`src/isup_pkg.sv`:
```
// Shared types and constants of the ink stroke unit parser.
package isup_pkg;

    // Parser phases, one-hot.
    typedef enum logic [10:0] {
        PH_IDLE   = 11'b000_0000_0001,
        PH_COUNT  = 11'b000_0000_0010,
        PH_HEADER = 11'b000_0000_0100,
        PH_SX     = 11'b000_0000_1000,
        PH_SMID   = 11'b000_0001_0000,
        PH_SY     = 11'b000_0010_0000,
        PH_FA     = 11'b000_0100_0000,
        PH_FB     = 11'b000_1000_0000,
        PH_NA     = 11'b001_0000_0000,
        PH_NB     = 11'b010_0000_0000,
        PH_DONE   = 11'b100_0000_0000
    } t_phase;

    typedef enum logic [2:0] {
        KIND_POINT = 3'd0,
        KIND_CHAR  = 3'd1,
        KIND_IMAGE = 3'd2,
        KIND_SPACE = 3'd3,
        KIND_ENTER = 3'd4
    } t_kind;

    typedef struct packed {
        t_kind      kind;
        logic [7:0] x;
        logic [7:0] y;
        logic       stroke_last;
    } t_evt;

    localparam logic [7:0] MARK_BYTE   = 8'h80;
    localparam logic [7:0] ZERO_BYTE   = 8'h00;
    localparam logic [3:0] NIB_SPACE   = 4'h9;
    localparam logic [3:0] NIB_ENTER   = 4'hB;
    localparam logic [1:0] COUNT_LAST  = 2'd3;

    // A byte above 128 stands for the negative delta 128 minus the byte.
    function automatic logic [7:0] delta_of(input logic [7:0] b);
        logic [7:0] d;
        d = (b > MARK_BYTE) ? (MARK_BYTE - b) : b;
        return d;
    endfunction

endpackage

```
`src/isup_if.sv`:
```
// Handshake channel interfaces for document words and parse events.
interface isup_byte_if;
    logic       valid;
    logic       ready;
    logic [7:0] data_byte;
    logic       frame_start;

    modport source (output valid, output data_byte, output frame_start, input ready);
    modport sink   (input valid, input data_byte, input frame_start, output ready);
endinterface

interface isup_evt_if;
    logic       valid;
    logic       ready;
    logic [2:0] kind;
    logic [7:0] x;
    logic [7:0] y;
    logic       stroke_last;

    modport source (output valid, output kind, output x, output y, output stroke_last,
                    input ready);
    modport sink   (input valid, input kind, input x, input y, input stroke_last,
                    output ready);
endinterface

```
`src/isup_core.sv`:
```
// Parser state and the per-word next-state and event logic.
module isup_core (
    input  logic              i_clk,
    input  logic              i_rst_n,
    input  logic              i_step,
    input  logic [7:0]        i_byte,
    input  logic              i_frame_start,
    output logic              o_res_vld,
    output isup_pkg::t_evt    o_res
);

    isup_pkg::t_phase r_phase, n_phase, ph_eff;
    logic [1:0]  r_pos, n_pos, pos_eff;
    logic [31:0] r_units, n_units, units_eff, units_dec;
    logic [7:0]  r_held_a, n_held_a;
    logic [7:0]  r_held_b, n_held_b;
    logic [7:0]  r_last_x, n_last_x;
    logic [7:0]  r_last_y, n_last_y;
    logic [7:0]  r_dx, n_dx;
    logic [7:0]  r_dy, n_dy;
    logic [7:0]  sum_x, sum_y;
    logic        unit_done;

    // A frame start drops all progress and the word is the first count byte.
    assign ph_eff    = i_frame_start ? isup_pkg::PH_COUNT : r_phase;
    assign pos_eff   = i_frame_start ? 2'd0 : r_pos;
    assign units_eff = i_frame_start ? 32'd0 : r_units;
    assign units_dec = r_units - 32'd1;
    assign unit_done = (r_units == 32'd1);
    assign sum_x     = r_last_x + r_dx;
    assign sum_y     = r_last_y + r_dy;

    always_comb begin
        n_phase   = ph_eff;
        n_pos     = pos_eff;
        n_units   = units_eff;
        n_held_a  = r_held_a;
        n_held_b  = r_held_b;
        n_last_x  = r_last_x;
        n_last_y  = r_last_y;
        n_dx      = r_dx;
        n_dy      = r_dy;
        o_res_vld = 1'b0;
        o_res     = '{kind: isup_pkg::KIND_POINT, x: 8'd0, y: 8'd0, stroke_last: 1'b0};

        case (ph_eff)
            isup_pkg::PH_COUNT: begin
                n_units = {units_eff[23:0], i_byte};
                if (pos_eff == isup_pkg::COUNT_LAST) begin
                    n_pos = 2'd0;
                    if (n_units == 32'd0 || n_units[31]) begin
                        n_phase = isup_pkg::PH_DONE;
                    end else begin
                        n_phase = isup_pkg::PH_HEADER;
                    end
                end else begin
                    n_pos = pos_eff + 2'd1;
                end
            end
            isup_pkg::PH_HEADER: begin
                if (!i_byte[7] && !i_byte[6]) begin
                    n_phase = isup_pkg::PH_SX;
                end else begin
                    n_units = units_dec;
                    n_phase = unit_done ? isup_pkg::PH_DONE : isup_pkg::PH_HEADER;
                    if (!i_byte[7]) begin
                        if (i_byte[3]) begin
                            o_res_vld  = 1'b1;
                            o_res.kind = isup_pkg::KIND_IMAGE;
                        end
                    end else if (i_byte[7:4] == isup_pkg::NIB_SPACE) begin
                        o_res_vld  = 1'b1;
                        o_res.kind = isup_pkg::KIND_SPACE;
                    end else if (i_byte[7:4] == isup_pkg::NIB_ENTER) begin
                        o_res_vld  = 1'b1;
                        o_res.kind = isup_pkg::KIND_ENTER;
                    end
                end
            end
            isup_pkg::PH_SX: begin
                n_held_a = i_byte;
                n_phase  = isup_pkg::PH_SMID;
            end
            isup_pkg::PH_SMID: begin
                // The pair 0x80,0x80 in place of a start point ends the character.
                if (r_held_a == isup_pkg::MARK_BYTE && i_byte == isup_pkg::MARK_BYTE) begin
                    n_units    = units_dec;
                    n_phase    = unit_done ? isup_pkg::PH_DONE : isup_pkg::PH_HEADER;
                    o_res_vld  = 1'b1;
                    o_res.kind = isup_pkg::KIND_CHAR;
                end else begin
                    n_held_b = i_byte;
                    n_phase  = isup_pkg::PH_SY;
                end
            end
            isup_pkg::PH_SY: begin
                n_last_x   = {r_held_a[3:0], r_held_b[7:4]};
                n_last_y   = i_byte;
                n_phase    = isup_pkg::PH_FA;
                o_res_vld  = 1'b1;
                o_res.x    = {r_held_a[3:0], r_held_b[7:4]};
                o_res.y    = i_byte;
            end
            isup_pkg::PH_FA, isup_pkg::PH_NA: begin
                n_held_a = i_byte;
                n_phase  = (ph_eff == isup_pkg::PH_FA) ? isup_pkg::PH_FB : isup_pkg::PH_NB;
            end
            isup_pkg::PH_FB: begin
                if (r_held_a == isup_pkg::MARK_BYTE && i_byte == isup_pkg::ZERO_BYTE) begin
                    n_phase = isup_pkg::PH_SX;
                end else begin
                    n_dx    = isup_pkg::delta_of(r_held_a);
                    n_dy    = isup_pkg::delta_of(i_byte);
                    n_phase = isup_pkg::PH_NA;
                end
            end
            isup_pkg::PH_NB: begin
                // The point waits until the pair after it tells whether it ends the stroke.
                n_last_x  = sum_x;
                n_last_y  = sum_y;
                o_res_vld = 1'b1;
                o_res.x   = sum_x;
                o_res.y   = sum_y;
                if (r_held_a == isup_pkg::MARK_BYTE && i_byte == isup_pkg::ZERO_BYTE) begin
                    n_phase           = isup_pkg::PH_SX;
                    o_res.stroke_last = 1'b1;
                end else begin
                    n_dx    = isup_pkg::delta_of(r_held_a);
                    n_dy    = isup_pkg::delta_of(i_byte);
                    n_phase = isup_pkg::PH_NA;
                end
            end
            default: begin
            end
        endcase
    end

    always_ff @(posedge i_clk) begin
        if (!i_rst_n) begin
            r_phase  <= isup_pkg::PH_IDLE;
            r_pos    <= 2'd0;
            r_units  <= 32'd0;
            r_held_a <= 8'd0;
            r_held_b <= 8'd0;
            r_last_x <= 8'd0;
            r_last_y <= 8'd0;
            r_dx     <= 8'd0;
            r_dy     <= 8'd0;
        end else if (i_step) begin
            r_phase  <= n_phase;
            r_pos    <= n_pos;
            r_units  <= n_units;
            r_held_a <= n_held_a;
            r_held_b <= n_held_b;
            r_last_x <= n_last_x;
            r_last_y <= n_last_y;
            r_dx     <= n_dx;
            r_dy     <= n_dy;
        end
    end

endmodule

```
`src/ink_stroke_unit_parser.sv`:
```
// Top level of the ink stroke unit parser: input register, parser core, result register.
//
// i_byte carries one decoded document word per handshake: data_byte and
// frame_start, which restarts the parser on the first count byte of a document.
// o_evt carries at most one event per input word: a stroke point (with x, y and
// stroke_last), a character-done marker, or an image, space or enter marker.
// Words that produce no event are consumed silently.
// A word is held in the input register, and its event is then registered in the
// result register. Throughput: one word per cycle while the receiver does not stall;
// the parser state update is a single pass of short logic with two 8-bit adds and a
// 32-bit decrement, between the input register and the result register.
// Reset (synchronous, active low) empties both registers and puts the parser in
// the idle phase, where words are ignored until a frame start arrives.
// When the receiver stalls, the pending event holds in the result register and
// one more word is held in the input register; after that i_byte.ready drops
// until the event is taken.
module ink_stroke_unit_parser (
    input  logic       i_clk,
    input  logic       i_rst_n,
    isup_byte_if.sink  i_byte,
    isup_evt_if.source o_evt
);

    logic           r_in_vld;
    logic [7:0]     r_in_byte;
    logic           r_in_fs;
    logic           r_out_vld;
    isup_pkg::t_evt r_out;
    logic           advance;
    logic           res_vld;
    isup_pkg::t_evt res;

    assign advance      = r_in_vld && (!r_out_vld || o_evt.ready);
    assign i_byte.ready = !r_in_vld || advance;

    always_ff @(posedge i_clk) begin
        if (!i_rst_n) begin
            r_in_vld <= 1'b0;
        end else if (i_byte.ready) begin
            r_in_vld <= i_byte.valid;
        end
    end

    always_ff @(posedge i_clk) begin
        if (i_byte.valid && i_byte.ready) begin
            r_in_byte <= i_byte.data_byte;
            r_in_fs   <= i_byte.frame_start;
        end
    end

    isup_core u_core (
        .i_clk         (i_clk),
        .i_rst_n       (i_rst_n),
        .i_step        (advance),
        .i_byte        (r_in_byte),
        .i_frame_start (r_in_fs),
        .o_res_vld     (res_vld),
        .o_res         (res)
    );

    always_ff @(posedge i_clk) begin
        if (!i_rst_n) begin
            r_out_vld <= 1'b0;
        end else if (advance) begin
            r_out_vld <= res_vld;
        end else if (o_evt.ready) begin
            r_out_vld <= 1'b0;
        end
    end

    always_ff @(posedge i_clk) begin
        if (advance && res_vld) begin
            r_out <= res;
        end
    end

    assign o_evt.valid       = r_out_vld;
    assign o_evt.kind        = r_out.kind;
    assign o_evt.x           = r_out.x;
    assign o_evt.y           = r_out.y;
    assign o_evt.stroke_last = r_out.stroke_last;

endmodule
```
`src/flat_wrapper.sv`:
```
// flat-port wrapper written by rule: the top's interface ports become plain ports
module ink_stroke_unit_parser_flat 
  (i_clk, i_rst_n, i_byte_valid, i_byte_data_byte, i_byte_frame_start, i_byte_ready, o_evt_valid, o_evt_kind, o_evt_x, o_evt_y, o_evt_stroke_last, o_evt_ready);
  isup_byte_if i_byte_i ();
  isup_evt_if o_evt_i ();
  input  logic i_clk;
  input  logic i_rst_n;
  input wire logic [$bits(i_byte_i.valid)-1:0] i_byte_valid;
  input wire logic [$bits(i_byte_i.data_byte)-1:0] i_byte_data_byte;
  input wire logic [$bits(i_byte_i.frame_start)-1:0] i_byte_frame_start;
  output wire logic [$bits(i_byte_i.ready)-1:0] i_byte_ready;
  output wire logic [$bits(o_evt_i.valid)-1:0] o_evt_valid;
  output wire logic [$bits(o_evt_i.kind)-1:0] o_evt_kind;
  output wire logic [$bits(o_evt_i.x)-1:0] o_evt_x;
  output wire logic [$bits(o_evt_i.y)-1:0] o_evt_y;
  output wire logic [$bits(o_evt_i.stroke_last)-1:0] o_evt_stroke_last;
  input wire logic [$bits(o_evt_i.ready)-1:0] o_evt_ready;
  assign i_byte_i.valid = i_byte_valid;
  assign i_byte_i.data_byte = i_byte_data_byte;
  assign i_byte_i.frame_start = i_byte_frame_start;
  assign i_byte_ready = i_byte_i.ready;
  assign o_evt_valid = o_evt_i.valid;
  assign o_evt_kind = o_evt_i.kind;
  assign o_evt_x = o_evt_i.x;
  assign o_evt_y = o_evt_i.y;
  assign o_evt_stroke_last = o_evt_i.stroke_last;
  assign o_evt_i.ready = o_evt_ready;
  ink_stroke_unit_parser u_core (.i_clk(i_clk), .i_rst_n(i_rst_n), .i_byte(i_byte_i), .o_evt(o_evt_i));
endmodule
```
`config.mk`:
```
export PLATFORM = sky130hd
export DESIGN_NAME = ink_stroke_unit_parser_flat
export DESIGN_NICKNAME = d
export VERILOG_FILES = /design/src/isup_pkg.sv /design/src/isup_if.sv /design/src/isup_core.sv /design/src/ink_stroke_unit_parser.sv /design/src/flat_wrapper.sv
export SDC_FILE = /design/constraint.sdc
export NUM_CORES = 1
export LEC_CHECK = 0
export BUFFER_PORTS_ARGS = -buffer_cell sky130_fd_sc_hd__buf_2
export CELL_PAD_IN_SITES_DETAIL_PLACEMENT = 0
export CELL_PAD_IN_SITES_GLOBAL_PLACEMENT = 1
export CORE_MARGIN = 5
export CORE_UTILIZATION = 40
export DETAILED_ROUTE_END_ITERATION = 8
export HOLD_SLACK_MARGIN = 0.06
export PLACE_DENSITY = 0.75
export REMOVE_ABC_BUFFERS = 1
export SLEW_MARGIN = 20
export SYNTH_ARGS = -nofsm -noshare
export SYNTH_HDL_FRONTEND = slang
export SYNTH_SLANG_ARGS = --single-unit
```
`constraint.sdc`:
```
create_clock -name i_clk -period 4 [get_ports i_clk]
set_input_delay 0 -clock i_clk [delete_from_list [all_inputs] [get_ports i_clk]]
set_output_delay 0 -clock i_clk [all_outputs]
set_load 0.02 [all_outputs]
```
# Yosys cells after proc, flatten, opt, wreduce, memory -nomap -nowiden
# Cells that the tools add are included.
[totals] reg_bits=124 in_bits=13 output_inout_bits=22 elab_cells=105
[classes] n_addsub=6 magnitude_cmp=2 n_eq_ne=15 muxes=38 bitwise=2 n_reduce_logical=25
[op_table] cell="$mux W32" count=3
[op_table] cell="$pmux W32 S3" count=1
[op_table] cell="$pmux W11 S7" count=1
[op_table] cell="$mux W11" count=6
[op_table] cell="$eq A32 B1 Y1 const B" count=1
[op_table] cell="$logic_not A32 Y1" count=1
[op_table] cell="$pmux W16 S2" count=1
[op_table] cell="$pmux W8 S2" count=2
[op_table] cell="$sub A32 B1 Y32 const B" count=1
[op_table] cell="$add A8 B8 Y8" count=2
[op_table] cell="$eq A8 B8 Y1 const B" count=2
[op_table] cell="$gt A8 B8 Y1 const B" count=2
[op_table] cell="$mux W8" count=2
[op_table] cell="$sub A8 B8 Y8 const A" count=2
[op_table] cell="$mux W3" count=4
[op_table] cell="$eq A11 B10 Y1 const B" count=1
[op_table] cell="$eq A11 B2 Y1 const B" count=1
[op_table] cell="$eq A11 B3 Y1 const B" count=1
[op_table] cell="$eq A11 B4 Y1 const B" count=1
[op_table] cell="$eq A11 B5 Y1 const B" count=1
[op_table] cell="$eq A11 B6 Y1 const B" count=1
[op_table] cell="$eq A11 B7 Y1 const B" count=1
[op_table] cell="$eq A11 B8 Y1 const B" count=1
[op_table] cell="$eq A11 B9 Y1 const B" count=1
[op_table] cell="19 further kinds" count=48

# Depth between registers and ports, before layout
# Gate-level depths: netlist of the first run.
[logic_depth] depth_word=7 ltp_mapped=10 depth_no_buf=8

# Hierarchy
# Synthesis of the first run repeated with hierarchy kept, for this count alone.
[unflattened] cells_unflattened=816 hier_area_um2=6926.6
[modules_own_cells] mod="isup_core" instances=1 cells_each=774 area_each_um2=5943.2 seq_area_each_um2=1781.7
[modules_own_cells] mod="ink_stroke_unit_parser" instances=1 cells_each=42 area_each_um2=983.4 seq_area_each_um2=910.9

# Worst setup path before layout of the first run
# No wires, ideal clock.
[synth_path] path_type="reg-to-reg" from="register u_core.r_in_byte[0]" to="register u_core.u_core.r_units[30]" setup_time_ps=129 t_arrival_ps=2459 required_ps=3871 setup_slack_ps=1413 path_stages_with_launch=10 path_buffers=1 period_less_slack_ps=2587 path_cell_list="edfxtp_1 > inv_1 > ha_1 > or3b_2 > or4_1 > o21ai_0 > nand3_1 > clkbuf_1 > o211ai_1 > o21ai_0"
[synth_via] elab_chain_cells=4
[synth_lines] item="start: declaration" line_no="ink_stroke_unit_parser.sv:25" rtl="logic [7:0] r_in_byte;"
[synth_lines] item="start signal: assignment" line_no="ink_stroke_unit_parser.sv:46" rtl="r_in_byte <= i_byte.data_byte;"
[synth_lines] item="$eq A8 B8 Y1" line_no="isup_core.sv:86" rtl="if (r_held_a == isup_pkg::MARK_BYTE && i_byte == isup_pkg::MARK_BYTE) begin"
[synth_lines] item="$logic_and A1 B1 Y1" line_no="isup_core.sv:86"
[synth_lines] item="$mux W32" line_no="isup_core.sv:86"
[synth_lines] item="$pmux W32 S3" line_no="isup_core.sv:46" rtl="case (ph_eff)"
[synth_lines] item="end signal: assignment" line_no="isup_core.sv:152" rtl="r_units <= n_units;"
[synth_lines] item="end: declaration" line_no="isup_core.sv:14" rtl="logic [31:0] r_units, n_units, units_eff, units_dec;"
# No other way between the ends.
# A chain may end at the register's enable or synchronous reset.

# Worst setup path in the final report of the first run
[layout_path] from="register u_core.r_in_byte[1]" to="register u_core.u_core.r_units[29]"
# The elaborated chain is that of the path after synthesis.

==> flow_metrics.tcl, run 1 <==
set metrics [dict create \
    fin_skew_ns 0.00827 \
    clk_pin_slew_ns 0.06 \
    synth_mux_area_share_pct 0.768 \
    dp_hpwl_mm 13.3 \
    layout.cells.non_filler 1073 \
    syn_inst 806 \
    coreArea_sq_mm 0.0165 \
    grt_pass1_wl_mm 31.8 \
    grt_usage_pct 20.2 \
    hold_viol_final 0 \
    ys_ff_latch 120 \
    synthAdderAreaFrac_pct 4.16 \
    critPathKind "reg2reg" \
    synth-edff-count 29 \
    port_buffers 34 \
    htreeDepth 4 \
    drive_gt1_share_pct 11.5 \
    clock_tree.root_cell "clkbuf_16" \
    initial_core_util_pct 40.5 \
    p_leak_uw 0.00295 \
    start_kind "register" \
    worstPathMaxFanout 14 \
    fmax_ghz 0.315 \
    wire_per_inst_um 18.3 \
    ant_nets 0 \
    cts_tree "built" \
    synthSimpleGateAreaFrac_pct 25.2 \
    synth_top_family_by_area "simple AND/OR/NAND/NOR gates" \
    setup.worst_path.end_class "register" \
    post-place-cells 1028 \
    synth.avg_cell_area_sq_um 8.28 \
    cts_buffer_depth 2 \
    synth_warnings 0 \
    fin_crit_sh_pct 79.3 \
    final_nets 874 \
    multi_input_area_sq_mm 0.00373 \
    tns_ns 0 \
    io_pins 35 \
    n_fill_cell 1594 \
    synth_cell_types 72 \
    synthFlopType "dfxtp_1" \
    die_x_um 139 \
    wl_mm 19.6 \
    die_area_sq_mm 0.0194 \
    regArea_sq_mm 0.00269 \
    clk_latency_ns 0.42 \
    async_flop_share_pct 0 \
    synth.yosys.seq_area_share_pct 40.3 \
    grt_pass1_vias 6004 \
    rsz0062_at_grt "no" \
    netlist_area_sq_mm 0.00668 \
    setup_violations 0 \
    min_period_ns 3.17 \
    routabilityCongestion 0.861 \
    firstDrtPassIters 5 \
    cts_resized 0 \
    maxSlewViolCount 0 \
    overflow 0 \
    status "completed" \
    vias_per_cell 5.86 \
    crit_required_ns 4.28 \
    arrival_ns 3.45 \
    synth_xor_area_share_pct 4.99 \
    vdd_drop_max_mv 0.297 \
    numClockSinks 120 \
    insertedDiodeCount 0 \
    max_cap_violations 0 \
    num_vias 6291 \
    p_per_area_mw_per_mm2 401 \
    hold_path_class "in2reg" \
    core.rowCount 47 \
    grt_start_max_net_pins 54 \
    die_y_um 139 \
    slew_headroom_pct 39.9 \
    grt_antenna_before_repair 0 \
    worstMarginPinSlew_ns 0.893 \
    synth_compound_area_share_pct 20.8 \
    cts_setup_buffers 0 \
    post-route-drc-count 0 \
    drt_first_iter_violations 488 \
    syn2layout_area_growth_pct 16.7 \
    cts_buffers 17 \
]
[worst max-delay path, cell delays in order, from the launching register on]
cell and delay [ns]:
edfxtp_1 0.49, inv_1 0.10, ha_1 0.15, or3b_2 0.51, or4_1 0.43, o21ai_0 0.31, nand3_1 0.52, o311ai_1 0.43
o21ai_1 0.10
[cells in the mapped netlist (all sizes together), types with 6 or more instances]
| cell | number | share of area, % |
|---|---|---|
| a31oi | 13 | 1.2 |
| o21ai | 59 | 4.4 |
| nand2b | 10 | 0.94 |
| buf | 9 | 0.82 |
| a211oi | 6 | 0.67 |
| nand2 | 153 | 8.6 |
| a21o | 7 | 0.79 |
| nor2 | 54 | 3.0 |
| nor3 | 23 | 1.7 |
| a22o | 7 | 0.92 |
| or3 | 8 | 0.75 |
| a21oi | 54 | 4.1 |
| and3 | 6 | 0.56 |
| nor4b | 6 | 0.79 |
| clkbuf | 40 | 2.2 |
| nand4 | 7 | 0.66 |
| xor2 | 15 | 2.0 |
| ha | 19 | 3.6 |
| inv | 11 | 0.62 |
| nor4 | 14 | 1.7 |
| edfxtp | 29 | 13 |
| dfxtp | 91 | 27 |
| or4 | 10 | 1.2 |
| a22oi | 16 | 1.8 |
| nor2b | 8 | 0.75 |
| nand3 | 22 | 1.6 |
| o211ai | 10 | 1.1 |
| xnor2 | 23 | 3.0 |
[metrics by stage]
step / worst slack [ns] / hold WS, ns / power [uW] / area (sq um) / utilization, %
2_1_floorplan: 1.12 / 0.0619 / 1450 / 6470 / -
3_3_place_gp: 0.974 / 0.178 / 1530 / 7040 / 42.8
3_5_place_dp: 0.819 / 0.182 / 1540 / 7040 / 42.8
4_1_cts: 0.813 / 0.266 / 3150 / 7790 / 47.3
5_1_grt: 0.603 / 0.282 / 3230 / 7790 / 47.3
6_report: 0.828 / 0.284 / 3130 / 7790 / 47.3
[what timing repair did]
action                                  4_1_cts  5_1_grt
hold buffers                                 13        0
hold endpoints to repair                     12        0
endpoints found under the setup margin        0        0
[cells by family (layout without fill, tap and decap cells)]
group / Yosys count / count (layout)
AO/OA/AOI/OAI: 217 / 217
XOR/XNOR: 38 / 38
adder cells (fa/ha/maj): 21 / 21
buffers and inverters: 61 / 108
flip-flops: 120 / 120
multiplexers: 5 / 5
AND/OR/NAND/NOR: 344 / 344
[flip-flops by register name (all words and copies together), names as in the netlist]
| signal | cells |
|---|---|
| u_core.r_in_byte | 8 |
| u_core.r_in_fs | 1 |
| u_core.u_core.r_pos | 2 |
| u_core.o_evt.stroke_last | 1 |
| u_core.r_in_vld | 1 |
| u_core.o_evt.kind | 3 |
| u_core.u_core.r_last_y | 8 |
| u_core.o_evt.valid | 1 |
| u_core.o_evt.x | 8 |
| u_core.o_evt.y | 8 |
| u_core.u_core.r_last_x | 8 |
| u_core.u_core.r_units | 32 |
| u_core.u_core.r_dy | 8 |
| u_core.u_core.r_held_b | 4 |
| u_core.u_core.r_held_a | 8 |
| u_core.u_core.r_dx | 8 |
| u_core.u_core.r_phase | 11 |
[final timing paths]
check,startpoint,depth (start not counted),to,slack (ns)
min reg2reg,u_core.u_core.r_last_x[2],2,u_core.u_core.r_last_x[2],0.46
max reg2reg,u_core.r_in_byte[1],8,u_core.u_core.r_units[29],0.83
min,i_byte_data_byte[5],2,u_core.r_in_byte[5],0.28
max,u_core.r_in_byte[1],8,u_core.u_core.r_units[29],0.83
[cell type report]
| type | instances | share of cell area, % |
|---|---|---|
| inverter | 12 | 0.578 |
| multi-input combinational | 625 | 47.9 |
| tap | 220 | 3.53 |
| clock inverter | 13 | 2.20 |
| clock buffer | 19 | 5.69 |
| sequential | 120 | 34.6 |
| timing repair buffer | 64 | 5.49 |
[cell usage in the layout (no fill, tap or decap), types with 7 or more instances in the layout]
master	count
dfxtp_1	91
nand2b_1	10
a21o_1	7
nor3_1	23
nor2b_1	8
o21ai_0	57
nor4_1	11
nand4_1	7
a22o_1	7
inv_1	11
edfxtp_1	29
nor2_1	54
nand3_1	22
xor2_1	15
clkbuf_16	17
or4_1	7
buf_2	34
ha_1	19
o211ai_1	10
a31oi_1	13
a22oi_1	16
a21oi_1	53
xnor2_1	23
or3_1	8
buf_4	17
nand2_1	153
dlygate4sd3_1	13
[layer usage]
| metal | GRT usage, % | up-vias | part of all wire (%) |
|---|---|---|---|
| met1 | 28.0 | 3048 | 47 |
| met5 | 0 | - | 0 |
| met2 | 31.8 | 218 | 46 |
| li1 | - | 3002 | - |
| met3 | 4.07 | 23 | 5.4 |
| met4 | 6.28 | 0 | 1.3 |
[power breakdown]
group | switching [uW] | internal [uW] | leakage, uW
Clock | 599 | 1000 | 0.000288
Combinational | 145 | 90.9 | 0.00168
Sequential | 35.2 | 1250 | 0.000984
Total | 779 | 2350 | 0.00295
Power figures use the tool's default switching activity.
==> run 2: changes to the inputs <==
--- a/config.mk
+++ b/config.mk
@@ -5,6 +5,7 @@
 export SDC_FILE = /design/constraint.sdc
 export NUM_CORES = 1
 export LEC_CHECK = 0
+export ABC_AREA = 1
 export BUFFER_PORTS_ARGS = -buffer_cell sky130_fd_sc_hd__buf_2
 export CELL_PAD_IN_SITES_DETAIL_PLACEMENT = 0
 export CELL_PAD_IN_SITES_GLOBAL_PLACEMENT = 1
@@ -12,7 +13,7 @@
 export CORE_UTILIZATION = 40
 export DETAILED_ROUTE_END_ITERATION = 8
 export HOLD_SLACK_MARGIN = 0.06
-export PLACE_DENSITY = 0.75
+export PLACE_DENSITY = 0.81
 export REMOVE_ABC_BUFFERS = 1
 export SLEW_MARGIN = 20
 export SYNTH_ARGS = -nofsm -noshare
==> constraint.sdc (replaced) <==
create_clock -name i_clk -period 2.8 [get_ports i_clk]
set_input_delay 0 -clock i_clk [delete_from_list [all_inputs] [get_ports i_clk]]
set_output_delay 0 -clock i_clk [all_outputs]
set_load 0.02 [all_outputs]
==> run 2 against run 1 <==
  * Routed wire length is 14% higher
  * Clock skew is 0.0014 ns lower
  * Area after synthesis is 11% higher
  * Global-route usage is 1.2 points higher
  * Largest power group unchanged
  * Highest routed layer unchanged
==> flow_metrics.tcl, run 2 <==
set metrics [dict create \
    final_nets 1154 \
    crit_required_ns 2.90 \
    routabilityCongestion 0.863 \
    pre_cts_ws_ns 0.500 \
    grt_antenna_before_repair 0 \
    cts_tree "built" \
    synth.area.top_cells "dfxtp_1 25%, edfxtp_1 12%, nand2_1 11%" \
    arrival_ns 2.45 \
    fin_crit_sh_pct 84.1 \
    htreeDepth 4 \
    setup.worst_path.end_class "register" \
    die_x_um 146 \
    finalInstanceArea_sq_mm 0.00853 \
    worst_path_most_repeated_cell "nand2_1" \
    yosys.area.top_type_share_pct 24.6 \
    cts_buffers 17 \
    num_vias 7206 \
    numClockSinks 120 \
    initial_core_util_pct 40.9 \
    worstPathMaxFanout 20 \
    coreArea_sq_mm 0.0181 \
    p_per_area_mw_per_mm2 580 \
    ant_nets 0 \
    synth_commonest_cells "211 x nand2_1, 163 x nor2_1, 121 x inv_1" \
    grt_start_max_net_pins 79 \
    io_pins 35 \
    synth.yosys.seq_area_share_pct 36.4 \
    wl_met2_mm 11.0 \
    crit_family "simple AND/OR/NAND/NOR gates" \
    worstMarginPinSlew_ns 0.810 \
    maxSlewViolCount 0 \
    post-route-drc-count 0 \
    top_register "u_core.u_core.r_units" \
    start_kind "register" \
    syn2layout_area_growth_pct 15.2 \
    port_buffers 34 \
    tns_ns 0 \
    syn_inst 1081 \
    hold_viol_final 0 \
    max_cap_violations 0 \
    vdd_drop_max_mv 0.422 \
    fmax_ghz 0.424 \
    crit_slowest_cell "edfxtp_1" \
    slew_headroom_pct 45.9 \
    top_layer "met4" \
    insertedDiodeCount 0 \
    synth_cell_types 43 \
    layout_setup_ws_ns 0.444 \
    wire_per_inst_um 16.4 \
    overflow 0 \
    min_period_ns 2.36 \
    drt_first_iter_violations 539 \
    postPlaceCellArea_sq_mm 0.00776 \
    clock_tree.root_cell "clkbuf_16" \
    setup_violations 0 \
    netlist_area_sq_mm 0.00740 \
    die_area_sq_mm 0.0213 \
    grt_pass1_vias 7115 \
    cts_resized 0 \
    cts_buffer_depth 2 \
    reg_top3 "u_core.u_core.r_units x32, u_core.u_core.r_phase x11" \
    clk_latency_ns 0.42 \
    hold_path_class "in2reg" \
    critPathMaxStageDelay_ns 0.40 \
    firstDrtPassIters 5 \
    total_power_uw 4950 \
    synth.largest_area_cell "dfxtp_1" \
    drive_gt1_share_pct 9.89 \
    holdWs_ns 0.270 \
    critPathKind "reg2reg" \
    synthFlopType "dfxtp_1" \
    synth-edff-count 29 \
    ys_ff_latch 120 \
    async_flop_share_pct 0 \
    core.rowCount 49 \
    p_leak_uw 0.00390 \
    rsz0062_at_grt "no" \
    fin_skew_ns 0.00683 \
    met3WireLength_um 859 \
    clk_pin_slew_ns 0.05 \
    synth.avg_cell_area_sq_um 6.85 \
    path_buf_inv 2 \
    grt_pass1_wl_mm 36.8 \
    layout_commonest_cell "nand2_1" \
    yosysMostFrequentCell "nand2_1" \
    vias_per_cell 5.29 \
    status "completed" \
    wl_mm 22.4 \
    synth_warnings 0 \
    die_y_um 146 \
    dp_hpwl_mm 15.4 \
    wl_met1_mm 9.95 \
    grt_usage_pct 21.3 \
    largest_register_ffs 32 \
    layout_common_cells "211 x nand2_1, 163 x nor2_1, 121 x inv_1" \
    crit_chain "inv_1 > ha_1 > nand2_1 > nor2_1 > nand2_1 > nor2_1 > nand2_1 > o21ai_0 > nand2_1 > nand2_1 > buf_4" \
]
[run 2: worst register-to-register path, stage by stage (launching register included)]
cell,delay (ns)
edfxtp_1,0.40
inv_1,0.17
ha_1,0.19
nand2_1,0.06
nor2_1,0.23
nand2_1,0.13
nor2_1,0.15
nand2_1,0.13
o21ai_0,0.10
nand2_1,0.08
nand2_1,0.08
buf_4,0.29
[run 2: worst paths after layout]
path                             startpoint                        end  slack (ns)  cells after the start
setup / recovery        u_core.r_in_byte[1]          u_core.o_evt.x[2]        0.44                     11
hold / removal                      i_rst_n  u_core.u_core.r_phase[10]        0.27                      3
setup reg to reg        u_core.r_in_byte[1]          u_core.o_evt.x[2]        0.44                     11
hold reg to reg   u_core.u_core.r_held_b[4]  u_core.u_core.r_held_b[4]        0.47                      2
[run 2: logic make-up after synthesis]
kind of cell    count (synthesis)  share of synthesized area (%)
fa+ha+maj                      21                           3.75
xor+xnor                       30                           3.55
simple gates                  480                           28.1
compound gates                260                           18.8
buf+inv                       170                           9.36
flops                         120                           36.4
[run 2: final cells by class]
class,count,area [sq um]
clock buffers,20,437
clock inverters,12,199
fillers,1874,9560
inverters,128,483
multi-input cells,791,4020
flip-flops and latches,120,2690
well taps,229,287
repair buffers,62,413
[run 2: stage by stage]
step / utilization [%] / instances
after CTS: 47.1 / 1362
after global routing: 47.1 / 1362
after global placement: 42.9 / 1317
after detailed placement: 42.9 / 1317
after floorplan: - / 1039
final: 47.1 / 1362
[run 2: repair_timing]
| item | CTS | global route |
|---|---|---|
| endpoints found under the setup margin | 0 | 0 |
| buffers inserted | 0 | 0 |
| hold endpoints to repair | 11 | 0 |
| hold buffers | 13 | 0 |
[run 2: power breakdown]
| group | internal (uW) | total, uW | switching [uW] |
|---|---|---|---|
| Clock | 1580 | 2400 | 822 |
| Combinational | 202 | 656 | 454 |
| Sequential | 1820 | 1890 | 67.4 |
[run 2: per-layer routing]
metal	vias up	global-route usage, %
li1	3651	-
met1	3344	26.1
met5	-	0
met3	37	4.09
met2	174	37.9
met4	0	7.01
